`config.mk`:
```
export PLATFORM = sky130hd
export DESIGN_NAME = rmf_rank
export DESIGN_NICKNAME = d
export VERILOG_FILES = /design/src/hw/rtl/rmf_pkg.sv /design/src/hw/rtl/rmf_rank.sv
export SDC_FILE = /design/constraint.sdc
export NUM_CORES = 2
export LEC_CHECK = 0
export BUFFER_PORTS_ARGS = -buffer_cell sky130_fd_sc_hd__buf_4
export CAP_MARGIN = 20
export CORE_ASPECT_RATIO = 0.6
export CORE_UTILIZATION = 30
export CTS_CLUSTER_SIZE = 40
export DETAILED_ROUTE_END_ITERATION = 8
export GPL_ROUTABILITY_DRIVEN = 0
export PLACE_DENSITY = 0.51
export SYNTH_ARGS = -nofsm -noshare
export SYNTH_HDL_FRONTEND = slang
export SYNTH_SLANG_ARGS = --single-unit
```
`constraint.sdc`:
```
create_clock -name clk -period 38.7 [get_ports clk]
set_clock_uncertainty 0.05 [all_clocks]
set_input_delay 5.805 -clock clk [delete_from_list [all_inputs] [get_ports clk]]
set_output_delay 5.805 -clock clk [all_outputs]
set_load 0.02 [all_outputs]
```
`src/hw/rtl/rmf_pkg.sv`:
```
package rmf_pkg;

  localparam int MAX_RADIUS  = 3;
  localparam int MAX_WIDTH   = 1024;
  localparam int MAX_HEIGHT  = 1024;
  localparam int SIDE_MAX    = 2 * MAX_RADIUS + 1;
  localparam int STORE_DEPTH = SIDE_MAX * MAX_WIDTH;
  localparam int WIN_MAX     = SIDE_MAX * SIDE_MAX;
  localparam int ADDR_W      = $clog2(STORE_DEPTH);
  localparam int CNT_W       = $clog2(MAX_WIDTH * MAX_HEIGHT + 1);
  localparam int WIN_W       = $clog2(WIN_MAX + 1);

  // register indexes on the config port
  localparam logic [1:0] REG_RADIUS = 2'd0;
  localparam logic [1:0] REG_WIDTH  = 2'd1;
  localparam logic [1:0] REG_HEIGHT = 2'd2;

  typedef logic [23:0] pixel_t;

  typedef struct packed {
    logic clear;
    logic load;
    logic start;
  } rank_ctl_t;

endpackage

```
`src/hw/rtl/rmf_rank.sv`:
```
// Window buffer plus bitwise median search, one bit at a time from the top, each in a compare and an update step.
module rmf_rank import rmf_pkg::*; (
  input  logic       clk,
  input  logic       rst,
  input  rank_ctl_t  ctl,
  input  pixel_t     pix,
  output logic       done,
  output logic [7:0] med_r,
  output logic [7:0] med_g,
  output logic [7:0] med_b
);

  pixel_t             win [WIN_MAX];
  logic [WIN_W-1:0]   num;
  logic               running;
  logic               phase;
  logic [2:0]         bitpos;
  logic [WIN_MAX-1:0] lt_r, lt_g, lt_b;
  logic [7:0]         t_r, t_g, t_b;
  logic [WIN_W-1:0]   cnt_r, cnt_g, cnt_b;
  logic [WIN_W-1:0]   half;

  assign t_r  = med_r | (8'd1 << bitpos);
  assign t_g  = med_g | (8'd1 << bitpos);
  assign t_b  = med_b | (8'd1 << bitpos);
  assign half = num >> 1;

  always_comb begin
    cnt_r = '0;
    cnt_g = '0;
    cnt_b = '0;
    for (int i = 0; i < WIN_MAX; i++) begin
      cnt_r = cnt_r + WIN_W'(lt_r[i]);
      cnt_g = cnt_g + WIN_W'(lt_g[i]);
      cnt_b = cnt_b + WIN_W'(lt_b[i]);
    end
  end

  always_ff @(posedge clk) begin
    if (ctl.load) begin
      win[num[WIN_W-1:0]] <= pix;
    end
  end

  always_ff @(posedge clk) begin
    if (rst) begin
      num     <= '0;
      running <= 1'b0;
      phase   <= 1'b0;
      bitpos  <= '0;
      done    <= 1'b0;
    end else begin
      done <= 1'b0;
      if (ctl.clear) begin
        num <= '0;
      end else if (ctl.load) begin
        num <= num + 1'b1;
      end
      if (ctl.start) begin
        running <= 1'b1;
        phase   <= 1'b0;
        bitpos  <= 3'd7;
        med_r   <= '0;
        med_g   <= '0;
        med_b   <= '0;
      end else if (running) begin
        phase <= ~phase;
        if (!phase) begin
          for (int i = 0; i < WIN_MAX; i++) begin
            lt_r[i] <= (num > WIN_W'(i)) && (win[i][23:16] < t_r);
            lt_g[i] <= (num > WIN_W'(i)) && (win[i][15:8] < t_g);
            lt_b[i] <= (num > WIN_W'(i)) && (win[i][7:0] < t_b);
          end
        end else begin
          if (cnt_r <= half) med_r <= t_r;
          if (cnt_g <= half) med_g <= t_g;
          if (cnt_b <= half) med_b <= t_b;
          if (bitpos == 3'd0) begin
            running <= 1'b0;
            done    <= 1'b1;
          end else begin
            bitpos <= bitpos - 1'b1;
          end
        end
      end
    end
  end

endmodule

```
==> results.md <==
- Tot Pwr: 4.84 mW
- Final WL: 245,000 um
- FF+latch count, synth: 1,359
- Seq/Total Area, Yosys: 59.9%
- CP Depth: 5
- Worst path slowest cell: nor2_2
- Total grt overflow: 0
- Initial Utilization: 30.4%
- FF/Latch Area: 40,700 um2
- Core box area: 224,000 um2
- Total CTS buffers: 120
- Post-synth top area cell: edfxtp_1
- Cell chain of the critical path: buf_4 > nor2b_1 > nand3_1 > nor2_2 > buf_6
- CP top delay family: simple AND/OR/NAND/NOR gates
- Slowest stage delay, CP: 0.84 ns
- Per-cell routed wire length: 30.6 um
- Critical path class: in -> reg
- Crit. Startpoint: ctl[1]
- Synth Area per Inst: 14.7 um2
- CTS clk-pin slew, worst paths: 0.07 ns
- Total of max-cap violations: 0
- Ys async rst share: 0%
- Vias: 42,768
- CP Max Fanout: 15
- Initial antenna violation count: 42
- Reg2reg start: lt_g[5]
- Final setup violation count: 0
- Hold Fails Final Rpt: 0
- Die span in x: 616 um
- Row count: 134
- Top cells by area, synth: edfxtp_1 60%, ha_1 20%, fa_1 3.5%, a21oi_1 2.6%, a21o_1 1.7%
- Cell area after synthesis: 68,000 um2
- Count of different cell masters after synthesis: 52
- Largest net degree at the start of global routing: 148
- R2R cell count: 19
- Yosys warns: 0
- Worst R2R Setup Slack: 31.38 ns
- First-pass GRT wire length: 333,000 um
- # IOs: 54
- Die area: 229,000 um2
- Post_cts resized: 0
- Status: complete, no violations
- DP HPWL: 147,000 um
- Syn-to-layout area delta: 14.4%
- CP Data Arrival Time: 8.24 ns
- Clock sink count: 1,359
- Slew Viols, Final: 0
- Nets: 6,141
- RSZ-0062 raised after global routing: no
- Post-Syn Nets: 5,854
- Final setup TNS: 0 ns
- Worst slew margin: 21.7%
- Worst Hold Class: reg -> reg
- Critical Path Sink: win[46][21]
- Die height: 371 um
- WP data required: 39.09 ns
- Share of layout cells above drive strength 1: 9.26%
- DP Cell Count: 7,769
- H-tree depth: 3
- Maximum VDD drop: 0.0681 mV
- Share of the synthesized area in the top cell type: 59.5%
- IO buf count: 53
- Residual DRC: 0
- DRT Pass-1 Iters: 6
- Post-Syn Instances: 4,626
- PwrDens: 62.2 nW/um2
- Worst Setup Start Kind: input port
- Layout Cells excl Fill: 8,016
- Final Cycle Share: 20.3%
- Area of the multi-input gates: 26,500 um2
- Top FF cell, synth: edfxtp_1
- Postcts setup bufs: 0
- Post-synth EDFFs: 1,347
- CTS root buffer: clkbuf_16
- Tot GR Track Use: 21.2%
- Fillers: 21,390
- Crit path buffers/inverters: 2
- Worst skew pair latency: 0.75 ns
- Hold Buf Count CTS: 0
- Least-Margin Pin Slew: 1.17 ns
- R2r endpoint: med_g[1]
- Routed vias/inst: 5.34
- Vias in the first global route: 41,102
- Drt first-iter violations: 5,719
- CTS Buffer Depth: 3
- Leak: 29.5 nW
- Critical path endpoint category: register
- CTS tree: built
- Final ANT Viol Nets: 0
- FMAX: 127 MHz
- Final core utilization: 34.7%
- Tmin final: 7.84 ns
[flip-flops by register name, indices dropped and copies added (netlist names)]
signal   count
bitpos       3
done         1
lt_b        49
lt_g        49
lt_r        49
med_b        8
med_g        8
med_r        8
num          6
phase        1
running      1
win       1176
[how the worst min path moves through the flow]
stage	endpoint	startpoint	depth (start not counted)	slack, ns
floorplan	done	phase	2	0.45
global placement	done	running	2	0.49
detailed placement	done	running	2	0.51
CTS	done	running	2	0.51
global route	done	running	2	0.54
finish	done	phase	2	0.52
[cell usage after synthesis (all sizes together) (8+ instances only)]
cell and number:
fa 120, nand4 104, dfxtp 12, o2111ai 59, a2111oi 51, buf 23, a311oi 21, and4 9
inv 250, a211oi 44, nand2b 16, xnor2 12, o21ai 183, clkbuf 24, nor4 26, ha 1079
a21oi 351, a21o 151, nor3 51, nor2b 46, a22o 10, o211ai 32, o311a 8, o21a 27
and3 22, o31a 36, nand2 130, nor2 281, nand3 62, nor4b 9, edfxtp 1347
[layer usage]
metal | routed length [um] | global-route usage [%] | share of wire, % | vias up
met2 | 98400 | 29.8 | 40 | 2111
met5 | 41 | 0 | 0.017 | -
met1 | 111000 | 31.1 | 45 | 21586
li1 | - | - | - | 18747
met3 | 29700 | 7.19 | 12 | 318
met4 | 6070 | 4.89 | 2.5 | 6
[final cells by class]
type | count | share of cell area (%)
inverter | 250 | 1.21
clock inverter | 72 | 0.862
antenna | 12 | 0.0386
tap | 2992 | 4.81
multi-input combinational | 2970 | 34.1
timing repair buffer | 212 | 2.57
clock buffer | 149 | 4.09
sequential | 1359 | 52.3
[tightest hold or removal path, stage by stage (launching register included)]
cell,delay (ns)
dfxtp_1,0.37
nand2_1,0.10
nor4_1,0.05
[where the power goes]
| group | internal, mW | total, mW | leakage (nW) | switching, mW |
|---|---|---|---|---|
| sequential | 1.64 | 1.66 | 12.3 | 0.0200 |
| clock | 0.666 | 1.24 | 1.88 | 0.572 |
| combinational | 0.663 | 1.94 | 15.3 | 1.28 |
[cell usage in the layout (no fill, tap or decap), types with 22 or more instances in the layout]
master and n:
nor2_1 224, ha_1 1079, a21oi_1 336, nand3_1 62
a211oi_1 44, o21ai_1 55, o211ai_1 32, nand2_1 130
nor2_2 46, o21a_1 27, nor4_1 25, o21ai_0 128
edfxtp_1 1347, and3_1 22, nor3_1 48, a21o_1 151
nor2b_1 45, a2111oi_0 38, clkbuf_16 122, fa_1 120
o31a_1 36, clkinv_1 36, nand4_1 104, inv_1 248
clkbuf_1 24, buf_4 168, o2111ai_1 59
[cell families after synthesis]
family	after synthesis	synth area share [%]
adder cells (fa/ha/maj)	1199	23.4
multiplexers	4	0.0589
AND/OR/NAND/NOR	761	5.37
buffers and inverters	297	1.72
XOR/XNOR	16	0.206
AO/OA/AOI/OAI	990	9.38
flip-flops	1359	59.9
[per-stage QoR]
step	setup slack, ns	cell area, um2	hold WS [ns]
after floorplan	16.58	68000	0.452
after global placement	29.83	73400	0.495
after detailed placement	29.83	73700	0.509
after CTS	30.65	77600	0.509
after global routing	30.74	77800	0.536
final	30.86	77800	0.519
Power figures use the tool's default switching activity.
